## src/hw/rtl/lmr_pkg.sv

```systemverilog
`timescale 1ns / 1ps

package lmr_pkg;

  // The grid side is a power of two, so a cell index is {row, col}.
  localparam int GRID_MAX = 64;
  localparam int COORD_W  = $clog2(GRID_MAX);
  localparam int CELLS    = GRID_MAX * GRID_MAX;
  localparam int CELL_W   = 2 * COORD_W;
  localparam int QCNT_W   = CELL_W + 1;
  localparam int SIZE_W   = 7;
  localparam int LEN_W    = 12;
  localparam int OP_W     = 2;
  localparam int DIR_W    = 2;

  localparam logic [OP_W-1:0] OP_MARK  = 2'd0;
  localparam logic [OP_W-1:0] OP_ROUTE = 2'd1;
  localparam logic [OP_W-1:0] OP_CLEAR = 2'd2;

  // Neighbor probe order.
  localparam logic [DIR_W-1:0] DIR_UP    = 2'd0;
  localparam logic [DIR_W-1:0] DIR_LEFT  = 2'd1;
  localparam logic [DIR_W-1:0] DIR_DOWN  = 2'd2;
  localparam logic [DIR_W-1:0] DIR_RIGHT = 2'd3;

  typedef struct packed {
    logic load_in;
    logic mark_src;
    logic dst_rd;
    logic dst_wr;
    logic sweep_blk;
    logic sweep_vis;
    logic seed;
    logic pop_rd;
    logic pop_ld;
    logic probe_hit;
    logic next_dir;
    logic trace_init;
    logic trace_rd;
    logic trace_step;
    logic res_ld;
    logic res_routed;
    logic res_use_steps;
  } cmd_t;

  typedef struct packed {
    logic [OP_W-1:0] op;
    logic            ends_in_grid;
    logic            dst_blocked;
    logic            src_eq_dst;
    logic            sweep_last;
    logic            queue_empty;
    logic            nb_off;
    logic            nb_free;
    logic            nb_is_dst;
    logic            dir_last;
    logic            at_src;
  } status_t;

endpackage

```

## src/hw/rtl/lmr_ctrl.sv

```systemverilog
`timescale 1ns / 1ps

module lmr_ctrl (
  input  logic              clk,
  input  logic              rst_n,
  input  logic              in_valid,
  output logic              in_stall,
  output logic              out_valid,
  input  logic              out_stall,
  input  lmr_pkg::status_t  st,
  output lmr_pkg::cmd_t     cmd
);

  typedef enum logic [15:0] {
    S_INIT    = 16'h0001,
    S_IDLE    = 16'h0002,
    S_DEC     = 16'h0004,
    S_DST_RD  = 16'h0008,
    S_DST_CHK = 16'h0010,
    S_VCLR    = 16'h0020,
    S_SEED    = 16'h0040,
    S_POP     = 16'h0080,
    S_POP_W   = 16'h0100,
    S_PROBE   = 16'h0200,
    S_PROBE_W = 16'h0400,
    S_TR_INIT = 16'h0800,
    S_TR_RD   = 16'h1000,
    S_TR_W    = 16'h2000,
    S_CLR     = 16'h4000,
    S_RESP    = 16'h8000
  } state_t;

  state_t state_r, state_nxt;

  always_ff @(posedge clk) begin
    if (!rst_n) begin
      state_r <= S_INIT;
    end else begin
      state_r <= state_nxt;
    end
  end

  assign in_stall  = (state_r != S_IDLE);
  assign out_valid = (state_r == S_RESP);

  always_comb begin
    state_nxt = state_r;
    cmd       = '0;
    unique case (state_r)
      S_INIT: begin
        cmd.sweep_blk = 1'b1;
        if (st.sweep_last) state_nxt = S_IDLE;
      end
      S_IDLE: begin
        if (in_valid) begin
          cmd.load_in = 1'b1;
          state_nxt   = S_DEC;
        end
      end
      S_DEC: begin
        priority if (st.op == lmr_pkg::OP_MARK) begin
          cmd.mark_src = 1'b1;
          cmd.res_ld   = 1'b1;
          state_nxt    = S_RESP;
        end else if (st.op == lmr_pkg::OP_CLEAR) begin
          state_nxt = S_CLR;
        end else if (st.op == lmr_pkg::OP_ROUTE && st.ends_in_grid) begin
          state_nxt = S_DST_RD;
        end else begin
          cmd.res_ld = 1'b1;
          state_nxt  = S_RESP;
        end
      end
      S_DST_RD: begin
        cmd.dst_rd = 1'b1;
        state_nxt  = S_DST_CHK;
      end
      S_DST_CHK: begin
        priority if (st.dst_blocked) begin
          cmd.res_ld = 1'b1;
          state_nxt  = S_RESP;
        end else if (st.src_eq_dst) begin
          cmd.dst_wr     = 1'b1;
          cmd.res_ld     = 1'b1;
          cmd.res_routed = 1'b1;
          state_nxt      = S_RESP;
        end else begin
          state_nxt = S_VCLR;
        end
      end
      S_VCLR: begin
        cmd.sweep_vis = 1'b1;
        if (st.sweep_last) state_nxt = S_SEED;
      end
      S_SEED: begin
        cmd.seed  = 1'b1;
        state_nxt = S_POP;
      end
      S_POP: begin
        if (st.queue_empty) begin
          cmd.res_ld = 1'b1;
          state_nxt  = S_RESP;
        end else begin
          cmd.pop_rd = 1'b1;
          state_nxt  = S_POP_W;
        end
      end
      S_POP_W: begin
        cmd.pop_ld = 1'b1;
        state_nxt  = S_PROBE;
      end
      S_PROBE: begin
        if (st.nb_off) begin
          cmd.next_dir = 1'b1;
          state_nxt    = st.dir_last ? S_POP : S_PROBE;
        end else begin
          state_nxt = S_PROBE_W;
        end
      end
      S_PROBE_W: begin
        if (st.nb_free && st.nb_is_dst) begin
          cmd.probe_hit = 1'b1;
          state_nxt     = S_TR_INIT;
        end else begin
          cmd.probe_hit = st.nb_free;
          cmd.next_dir  = 1'b1;
          state_nxt     = st.dir_last ? S_POP : S_PROBE;
        end
      end
      S_TR_INIT: begin
        cmd.trace_init = 1'b1;
        state_nxt      = S_TR_RD;
      end
      S_TR_RD: begin
        if (st.at_src) begin
          cmd.res_ld        = 1'b1;
          cmd.res_routed    = 1'b1;
          cmd.res_use_steps = 1'b1;
          state_nxt         = S_RESP;
        end else begin
          cmd.trace_rd = 1'b1;
          state_nxt    = S_TR_W;
        end
      end
      S_TR_W: begin
        cmd.trace_step = 1'b1;
        state_nxt      = S_TR_RD;
      end
      S_CLR: begin
        cmd.sweep_blk = 1'b1;
        if (st.sweep_last) begin
          cmd.res_ld = 1'b1;
          state_nxt  = S_RESP;
        end
      end
      S_RESP: begin
        if (!out_stall) state_nxt = S_IDLE;
      end
      default: state_nxt = S_INIT;
    endcase
  end

endmodule

```

## config.mk

```make
export PLATFORM = sky130hd
export DESIGN_NAME = lmr_ctrl
export DESIGN_NICKNAME = d
export VERILOG_FILES = /design/src/hw/rtl/lmr_pkg.sv /design/src/hw/rtl/lmr_ctrl.sv
export SDC_FILE = /design/constraint.sdc
export NUM_CORES = 1
export LEC_CHECK = 0
export CELL_PAD_IN_SITES_DETAIL_PLACEMENT = 1
export CELL_PAD_IN_SITES_GLOBAL_PLACEMENT = 1
export CORE_MARGIN = 4
export CORE_UTILIZATION = 44
export DETAILED_ROUTE_END_ITERATION = 16
export DONT_BUFFER_PORTS = 1
export PLACE_DENSITY_LB_ADDON = 0.1
export SYNTH_ARGS = -nofsm -noshare
export SYNTH_HDL_FRONTEND = slang
export SYNTH_SLANG_ARGS = --single-unit
```

## constraint.sdc

```tcl
create_clock -name clk -period 2.9 [get_ports clk]
set_input_delay 0.87 -clock clk [delete_from_list [all_inputs] [get_ports clk]]
set_output_delay 0.87 -clock clk [all_outputs]
set_load 0.005 [all_outputs]
```

==> results of run 1 <==
[metal layers]
layer	track usage, %	wire (um)	up-vias
met2	32.9	1770	42
met5	0	0	-
met1	29.9	1620	584
met3	5.23	266	9
met4	8.09	58	0
li1	-	-	556
[area by class of cell]
type	count	area [um2]
Tap cell	30	37.5
Clock buffer	4	36.3
Inverter	8	30.0
Fill cell	319	1190
Timing Repair Buffer	4	30.0
Sequential cell	16	329
Multi-Input combinational cell	113	843
[how the worst max path moves through the flow]
stage / endpoint / slack, ns / cells after the start
global route: cmd[2] / -0.01 / 4
detailed placement: cmd[1] / 0.32 / 4
finish: cmd[1] / 0.07 / 4
floorplan: cmd[1] / 0.34 / 5
CTS: cmd[1] / 0.001 / 4
global placement: cmd[6] / 0.31 / 3
[critical path: stages (launching register included)]
cell     delay (ns)
dfxtp_2        0.37
or4b_2         0.70
or3_4          0.37
nor2_4         0.10
or2_1          0.12
[metrics by stage]
stage,instance area [um2],setup TNS (ns),util (%)
after floorplan,1160,0,-
final,1310,0,52.3
after global placement,1200,0,48.1
after global routing,1310,-0.0104,52.3
after CTS,1250,0,50.2
after detailed placement,1200,0,48.1
[power by group]
group          switching (W)  leakage (nW)  internal, W  total (W)
clock network      0.0000815        0.0210    0.0000765   0.000158
logic               0.000142         0.321     0.000104   0.000247
registers          0.0000337         0.132     0.000236   0.000269
[synthesized netlist by cell type, types with 3 or more instances]
cell     number
inv_1         8
nor4_2        3
nor3_1        5
nor4_1        9
and2_1        3
dfxtp_1      16
nand3_1       6
a21oi_1       4
nand2_1      11
or4b_2        5
nor2_1       18
nand4_1       4
nor4b_1       8
or4_4         3
[cell families (layout without fill, tap and decap cells)]
group / count (synthesis) / count (layout) / share of synthesized area, %
AO/OA/AOI/OAI: 21 / 21 / 15.3
XOR/XNOR: 2 / 2 / 1.51
buffers and inverters: 12 / 16 / 4.95
flip-flops: 16 / 16 / 27.6
AND/OR/NAND/NOR: 90 / 90 / 50.7
==> flow_metrics.py, run 1 <==
metrics = {
    "final_layout": {
        "area_growth_pct": 12.4,
        "finalNonFillerCells": 175,
        "n_antenna_cell": 0,
        "drive_above_1_share_pct": 28.3,
        "reg_top3": "state_r: 16 flops",
        "regMostFlops": "state_r",
        "layout_commonest_cell": "nor2_1",
        "final_cell_mix": "nor2_1, nand2_1, dfxtp_1",
        "num-nets-final": 162,
        "largest_register_ffs": 16,
    },
    "yosys": {
        "synth_ff_type": "dfxtp_1",
        "synth_top_area_cell": "dfxtp_1",
        "syn_inst": 141,
        "synth_edf_count": 0,
        "synth_nets": 157,
        "synth.top_cells.by_area": "dfxtp_1, nor4b_1, nor2_1, nor4_1, or4b_2",
        "yosysSeqAreaShare_pct": 27.6,
        "synth_top_area_share_pct": 27.6,
        "yosysUniqueCellTypes": 43,
        "yosys_warnings": 0,
        "ys_ff_latch": 16,
        "syn_avg_cell_area_um2": 8.24,
        "async_flop_share_pct": 0,
        "synthesis.area_um2": 1160,
    },
    "place": {
        "gp_congestion": 0.840,
        "hpwl_um": 2720,
        "io_buffers": 0,
        "post-place-ws_ns": 0.316,
        "dpl.cell_count": 171,
    },
    "die": {
        "io_pins": 35,
        "initial_core_util_pct": 46.5,
        "die_h_um": 59.4,
        "core_area_um2": 2500,
        "core.rowCount": 18,
        "fp.dieW_um": 59.4,
        "dieArea_um2": 3530,
    },
    "critical_path": {
        "crit_type": "reg -> out",
        "r2r_setup_slack_ns": 0.77,
        "reg2regPathDepth": 5,
        "cp-startpoint": "state_r[5]$_SDFFE_PN0P_",
        "cp.arrival_ns": 1.96,
        "worstPathRequired_ns": 2.03,
        "cp-start-kind": "flop",
        "r2r_start": "state_r[1]$_SDFFE_PN0P_",
        "cp_max_fo": 7,
        "worstReg2RegEnd": "state_r[0]$_SDFFE_PN1P_",
        "cp-end-kind": "primary output",
    },
    "global_route": {
        "grt_overflow": 0,
        "grt_pass1_wl_um": 5760,
        "track_usage_pct": 21.8,
        "grt_pass1_vias": 1158,
        "grt_max_degree": 13,
        "antenna_found_initial": 0,
    },
    "clocking": {
        "cts_hold_buf": 0,
        "cts_tree": "done",
        "cts_buffer_depth": 2,
        "ctsResizeCount": 4,
        "clock-root-buffer": "clkbuf_4",
        "clkSinkCount": 16,
        "clk_pin_slew_ns": 0.10,
        "htree_num_levels": 1,
        "postCtsSetupRepairBufs": 0,
        "clk_latency_ns": 0.30,
        "cts_buffers": 3,
    },
    "min_path": {
        "worstHoldPathCells": 1,
        "hp-start": "st[4]",
        "hold_path_class": "in -> reg",
        "holdPathEnd": "state_r[10]$_SDFFE_PN0P_",
    },
    "route": {
        "wl_um": 3710,
        "drt_iter0_drc": 103,
        "post_drt_wl_per_cell_um": 21.2,
        "via_per_inst": 6.81,
        "drc": 0,
        "vias": 1191,
        "drt.antenna.violating_nets": 0,
        "dr.pass1.iters": 4,
    },
    "sta": {
        "drv_slew": 0,
        "hold_viol_final": 0,
        "fin_ws_ns": 0.0747,
        "whs_ns": 0.626,
        "worst_clock_skew_ns": 0.00298,
        "fin_crit_sh_pct": 97.4,
        "max-slew-margin-rel_pct": 56.6,
        "max_freq_mhz": 354,
        "setup-violations-final": 0,
        "period_minus_slack_ns": 2.83,
        "worstMarginPinSlew_ns": 0.641,
    },
    "power_and_ir_drop": {
        "peakVddDrop_mv": 0.378,
        "p_total_w": 0.000674,
        "p_per_area_nw_per_um2": 516,
        "leakagePower_nw": 0.474,
    },
    "outcome": {
        "status": "finished clean",
    },
    "job": {
        "cap_violations": 0,
    },
}
(Power assumes the default switching activity.)
==> run 2, diff against run 1 <==
--- a/config.mk
+++ b/config.mk
@@ -12,5 +12,5 @@
 export DETAILED_ROUTE_END_ITERATION = 16
 export DONT_BUFFER_PORTS = 1
-export PLACE_DENSITY_LB_ADDON = 0.1
+export PLACE_DENSITY = 0.84
 export SYNTH_ARGS = -nofsm -noshare
 export SYNTH_HDL_FRONTEND = slang
==> constraint.sdc (replaced) <==
create_clock -name clk -period 3.06 [get_ports clk]
set_input_delay 0.918 -clock clk [delete_from_list [all_inputs] [get_ports clk]]
set_output_delay 0.918 -clock clk [all_outputs]
set_load 0.05 [all_outputs]
==> run 2 against run 1 <==
Compared with the run above:
- the run now ends with negative setup slack left
- cell area rose by 13%
- setup slack got worse by 0.077 ns
- first-iteration DRC count fell by 9.7%
- hold slack improved by 0.035 ns
- sequential share of layout area fell by 2.9 points
==> flow_metrics.py, run 2 (synthesis results as in run 1) <==
metrics = {
    "route": {
        "wl_um": 4630,
        "dr.pass1.iters": 4,
        "drc": 0,
        "via_per_inst": 7.05,
        "drt_iter0_drc": 93,
        "vias": 1354,
        "drt.antenna.violating_nets": 0,
        "post_drt_wl_per_cell_um": 24.1,
    },
    "job": {
        "cap_violations": 0,
    },
    "die": {
        "dieArea_um2": 3530,
        "core.rowCount": 18,
        "fp.dieW_um": 59.4,
        "die_h_um": 59.4,
        "initial_core_util_pct": 46.5,
        "io_pins": 35,
        "core_area_um2": 2500,
    },
    "global_route": {
        "antenna_found_initial": 0,
        "grt_max_degree": 13,
        "track_usage_pct": 25.9,
        "grt_pass1_wl_um": 6840,
        "grt_overflow": 0,
        "grt_pass1_vias": 1389,
    },
    "clocking": {
        "clk_latency_ns": 0.30,
        "clock-root-buffer": "clkbuf_4",
        "clkSinkCount": 16,
        "clk_pin_slew_ns": 0.11,
        "htree_num_levels": 1,
        "cts_tree": "done",
        "cts_buffers": 3,
        "cts_buffer_depth": 2,
        "postCtsSetupRepairBufs": 0,
    },
    "min_path": {
        "hold_path_class": "reg -> reg",
        "hp-start": "state_r[6]$_SDFFE_PN0P_",
        "holdPathEnd": "state_r[8]$_SDFFE_PN0P_",
        "worstHoldPathCells": 2,
    },
    "critical_path": {
        "cp-end-kind": "primary output",
        "cp-start-kind": "flop",
        "r2r_setup_slack_ns": 0.86,
        "worstReg2RegEnd": "state_r[0]$_SDFFE_PN1P_",
        "crit_type": "reg -> out",
        "cp.arrival_ns": 2.14,
        "worstPathRequired_ns": 2.14,
        "cp_max_fo": 7,
        "reg2regPathDepth": 7,
        "r2r_start": "state_r[12]$_SDFFE_PN0P_",
    },
    "final_layout": {
        "n_antenna_cell": 0,
        "drive_above_1_share_pct": 40.7,
        "reg_top3": "state_r: 16 flops",
        "final_cell_mix": "buf_4, nor2_1, nand2_1",
        "regMostFlops": "state_r",
        "fin_area_um2": 1480,
        "finalNonFillerCells": 192,
        "num-nets-final": 179,
        "largest_register_ffs": 16,
        "final_util_pct": 59.2,
        "area_growth_pct": 27.2,
        "layout_commonest_cell": "buf_4",
    },
    "power_and_ir_drop": {
        "pwr-share-comb_pct": 44.4,
        "p_sw_w": 0.000324,
        "p_per_area_nw_per_um2": 500,
        "peakVddDrop_mv": 0.390,
        "leakagePower_nw": 0.571,
        "swShare_pct": 43.8,
        "clkPwrFrac_pct": 20.4,
        "seq_power_share_pct": 35.2,
        "p_int_w": 0.000415,
    },
    "sta": {
        "fin_ws_ns": -0.00267,
        "whs_ns": 0.661,
        "worst_clock_skew_ns": 0.00487,
        "setup-violations-final": 1,
        "hold_viol_final": 0,
        "drv_slew": 0,
        "max-slew-margin-rel_pct": 50.2,
        "worstMarginPinSlew_ns": 0.737,
        "fin_crit_sh_pct": 100,
        "period_minus_slack_ns": 3.06,
        "max_freq_mhz": 327,
    },
    "place": {
        "post-place-ws_ns": 0.254,
        "hpwl_um": 3230,
        "io_buffers": 0,
        "dpl.cell_count": 188,
        "gp_congestion": 0.877,
        "placed_cell_area_um2": 1370,
    },
    "outcome": {
        "violations": "negative setup slack",
        "status": "finished, violations left",
    },
}
[run 2: power groups by stage]
stage	logic [W]	registers, W	clock network, W
2_1_floorplan	0.000216	0.000246	0
4_1_cts	0.000299	0.000249	0.000145
3_5_place_dp	0.000293	0.000254	0
5_1_grt	0.000347	0.000261	0.000162
6_report	0.000328	0.000261	0.000151
3_3_place_gp	0.000277	0.000251	0
[run 2: worst max-delay path: stages, from the launching register on]
cell and delay, ns:
dfxtp_1 0.41, or4_4 0.64, nor2_1 0.24, nand4_1 0.27, inv_2 0.29
[run 2: how the worst max path moves through the flow]
stage                             startpoint       to  slack, ns  depth (start not counted)
floorplan            state_r[4]$_SDFFE_PN0P_   cmd[2]       0.03                          4
global placement    state_r[15]$_SDFFE_PN0P_   cmd[6]       0.31                          4
detailed placement  state_r[15]$_SDFFE_PN0P_  cmd[10]       0.25                          4
CTS                  state_r[4]$_SDFFE_PN0P_   cmd[1]       0.02                          4
global route        state_r[12]$_SDFFE_PN0P_  cmd[10]      -0.08                          4
finish              state_r[12]$_SDFFE_PN0P_  cmd[10]     -0.003                          4
[run 2: cell type report]
| class | instances | area [um2] |
|---|---|---|
| timing repair buffer | 21 | 158 |
| multi-input combinational | 113 | 887 |
| inverter | 8 | 30.0 |
| fill | 305 | 1020 |
| tap | 30 | 37.5 |
| clock buffer | 4 | 36.3 |
| sequential | 16 | 330 |
[run 2: layer usage]
metal  up-vias  global-route usage (%)  part of all wire (%)
met3        16                    5.88                   9.6
met2        90                    42.0                    50
met4         0                    11.3                   2.5
met5         -                       0                     0
met1       660                    32.6                    38
li1        588                       -                     -
[run 2: repair_timing]
| item | 4_1_cts | 5_1_grt |
|---|---|---|
| pin swaps | 0 | 3 |
| gates resized for setup | 4 | 15 |
| endpoints found under the setup margin | 4 | 7 |
| hold buffers | 0 | 0 |
[run 2: per-stage QoR]
step / total power (W) / TNS [ns]
2_1_floorplan: 0.000462 / 0
3_3_place_gp: 0.000528 / 0
3_5_place_dp: 0.000547 / 0
4_1_cts: 0.000694 / 0
5_1_grt: 0.000770 / -0.102
6_report: 0.000740 / -0.00267
==> run 3, diff against run 2 <==
--- a/config.mk
+++ b/config.mk
@@ -12,5 +12,6 @@
 export DETAILED_ROUTE_END_ITERATION = 16
 export DONT_BUFFER_PORTS = 1
-export PLACE_DENSITY = 0.84
+export PLACE_DENSITY_LB_ADDON = 0.1
+export SETUP_SLACK_MARGIN = 0.2
 export SYNTH_ARGS = -nofsm -noshare
 export SYNTH_HDL_FRONTEND = slang
==> constraint.sdc (replaced) <==
create_clock -name clk -period 3.06 [get_ports clk]
set_input_delay 0.153 -clock clk [delete_from_list [all_inputs] [get_ports clk]]
set_output_delay 0.153 -clock clk [all_outputs]
set_load 0.05 [all_outputs]
==> run 3 against run 2 <==
Compared with the run above:
- wire length is 19% lower
- critical path type unchanged
- critical endpoint is now cmd[2]
- highest routed layer unchanged
- utilization fell by 4.0 points
- power shrank 8.9%
- sequential share of layout area grew 0.87 points
- count of clock-buffer cells in the layout unchanged
- final cell count shrank 1.0%
- cell area shrank 6.7%
- critical path depth increased by 1
- the run ends with negative hold slack left
- first-iteration DRC count fell by 37%
==> flow_metrics.py, run 3 (synthesis results as in run 1) <==
metrics = {
    "final_layout": {
        "largest_register_ffs": 16,
        "area_growth_pct": 18.7,
        "n_antenna_cell": 0,
        "final_cell_mix": "nor2_1, dfxtp_1, buf_4",
        "regMostFlops": "state_r",
        "num-nets-final": 177,
        "layout_commonest_cell": "nor2_1",
        "reg_top3": "state_r: 16 flops",
        "drive_above_1_share_pct": 24.4,
    },
    "route": {
        "drt_iter0_drc": 59,
        "vias": 1242,
        "drc": 0,
        "dr.pass1.iters": 4,
        "drt.antenna.violating_nets": 0,
        "via_per_inst": 6.54,
        "wl_um": 3760,
        "post_drt_wl_per_cell_um": 19.8,
    },
    "power_and_ir_drop": {
        "seq_power_share_pct": 37.1,
        "p_per_area_nw_per_um2": 488,
        "peakVddDrop_mv": 0.348,
        "pwr-share-comb_pct": 40.4,
        "leakagePower_nw": 0.556,
        "clkPwrFrac_pct": 22.4,
        "p_sw_w": 0.000278,
        "p_int_w": 0.000395,
        "swShare_pct": 41.3,
    },
    "outcome": {
        "violations": "negative hold slack",
        "status": "finished, violations left",
    },
    "clocking": {
        "clk_pin_slew_ns": 0.10,
        "clk_latency_ns": 0.30,
        "clkSinkCount": 16,
        "postCtsSetupRepairBufs": 0,
        "htree_num_levels": 1,
        "cts_buffers": 3,
        "cts_tree": "done",
        "ctsResizeCount": 0,
        "clock-root-buffer": "clkbuf_4",
        "cts_buffer_depth": 2,
    },
    "die": {
        "core_area_um2": 2500,
        "fp.dieW_um": 59.4,
        "initial_core_util_pct": 46.5,
        "die_h_um": 59.4,
        "core.rowCount": 18,
        "io_pins": 35,
        "dieArea_um2": 3530,
    },
    "sta": {
        "worst_clock_skew_ns": 0.00859,
        "worstMarginPinSlew_ns": 0.666,
        "fin_tns_setup_ns": 0,
        "fin_ws_ns": 0.412,
        "max_freq_mhz": 378,
        "fin_crit_sh_pct": 86.5,
        "rsz0062_at_grt": "no",
        "setup-violations-final": 0,
        "hold_viol_final": 1,
        "drv_slew": 0,
        "period_minus_slack_ns": 2.65,
        "max-slew-margin-rel_pct": 55.2,
        "whs_ns": -0.00751,
    },
    "global_route": {
        "grt_max_degree": 13,
        "track_usage_pct": 22.9,
        "grt_pass1_wl_um": 6100,
        "grt_pass1_vias": 1315,
        "grt_overflow": 0,
        "antenna_found_initial": 0,
    },
    "critical_path": {
        "cp-start-kind": "flop",
        "cp.arrival_ns": 2.50,
        "cp_cell_sequence": "or4_1, nor3_1, and3_1, buf_4, a2111o_1",
        "cp-end-kind": "primary output",
        "crit_type": "reg -> out",
        "slowest_delay_ns": 0.64,
        "slowest_stage": "or4_1",
        "cp_max_fo": 7,
        "cp_top_family": "simple AND/OR/NAND/NOR gates",
        "worstPathRequired_ns": 2.91,
        "crit_buf_inv": 1,
    },
    "job": {
        "cap_violations": 0,
    },
    "place": {
        "gp_congestion": 0.871,
        "hpwl_um": 2760,
        "io_buffers": 0,
        "post-place-ws_ns": 0.635,
    },
    "min_path": {
        "hold_path_class": "in -> reg",
    },
}
## run 3: cell type report
class	count	area (um2)
Clock buffer	4	36.3
Multi-Input combinational cell	113	801
Timing Repair Buffer	19	155
Inverter	8	30.0
Sequential cell	16	320
Fill cell	305	1120
Tap cell	30	37.5
## run 3: repair_timing
action,CTS,global route
endpoints found under the setup margin,0,0
hold buffers,5,0
hold endpoints to repair,6,0
## run 3: final timing paths
path | startpoint | end | slack (ns) | cells after the start
setup / recovery | state_r[4]$_SDFFE_PN0P_ | cmd[2] | 0.41 | 5
hold / removal | st[1] | state_r[7]$_SDFFE_PN0P_ | -0.008 | 2
setup reg to reg | state_r[4]$_SDFFE_PN0P_ | state_r[15]$_SDFFE_PN0P_ | 0.61 | 6
hold reg to reg | state_r[6]$_SDFFE_PN0P_ | state_r[7]$_SDFFE_PN0P_ | 0.65 | 2
## run 3: worst reg2reg max path, cell delays in order, from the launching register on
cell and delay [ns]:
dfxtp_1 0.39, or4_1 0.64, nor3_1 0.28, and3_1 0.23, buf_4 0.22, a2111o_1 0.43
o21a_1 0.21
## run 3: layer usage
layer,GRT usage [%],routed length (um),vias to the layer above
met2,38.8,1820,53
met4,6.47,51,0
met5,0,0,-
li1,-,-,585
met3,5.66,306,7
met1,28.3,1580,597
## run 3: through the flow
| stage | instance area [um2] | utilization (%) | cells | hold slack (ns) | total power (W) |
|---|---|---|---|---|---|
| after floorplan | 1160 | - | 141 | 0.226 | 0.000455 |
| after global placement | 1290 | 51.8 | 181 | 0.232 | 0.000513 |
| after detailed placement | 1290 | 51.8 | 181 | 0.231 | 0.000518 |
| after CTS | 1380 | 55.2 | 190 | 0.00237 | 0.000669 |
| after global routing | 1380 | 55.2 | 190 | 0.0147 | 0.000705 |
| final | 1380 | 55.2 | 190 | -0.00751 | 0.000674 |
## run 3: power by group through the flow
stage / combinational, W / clock [W] / sequential, W
2_1_floorplan: 0.000210 / 0 / 0.000246
3_3_place_gp: 0.000263 / 0 / 0.000250
3_5_place_dp: 0.000266 / 0 / 0.000252
4_1_cts: 0.000273 / 0.000149 / 0.000247
5_1_grt: 0.000297 / 0.000157 / 0.000252
6_report: 0.000272 / 0.000151 / 0.000250
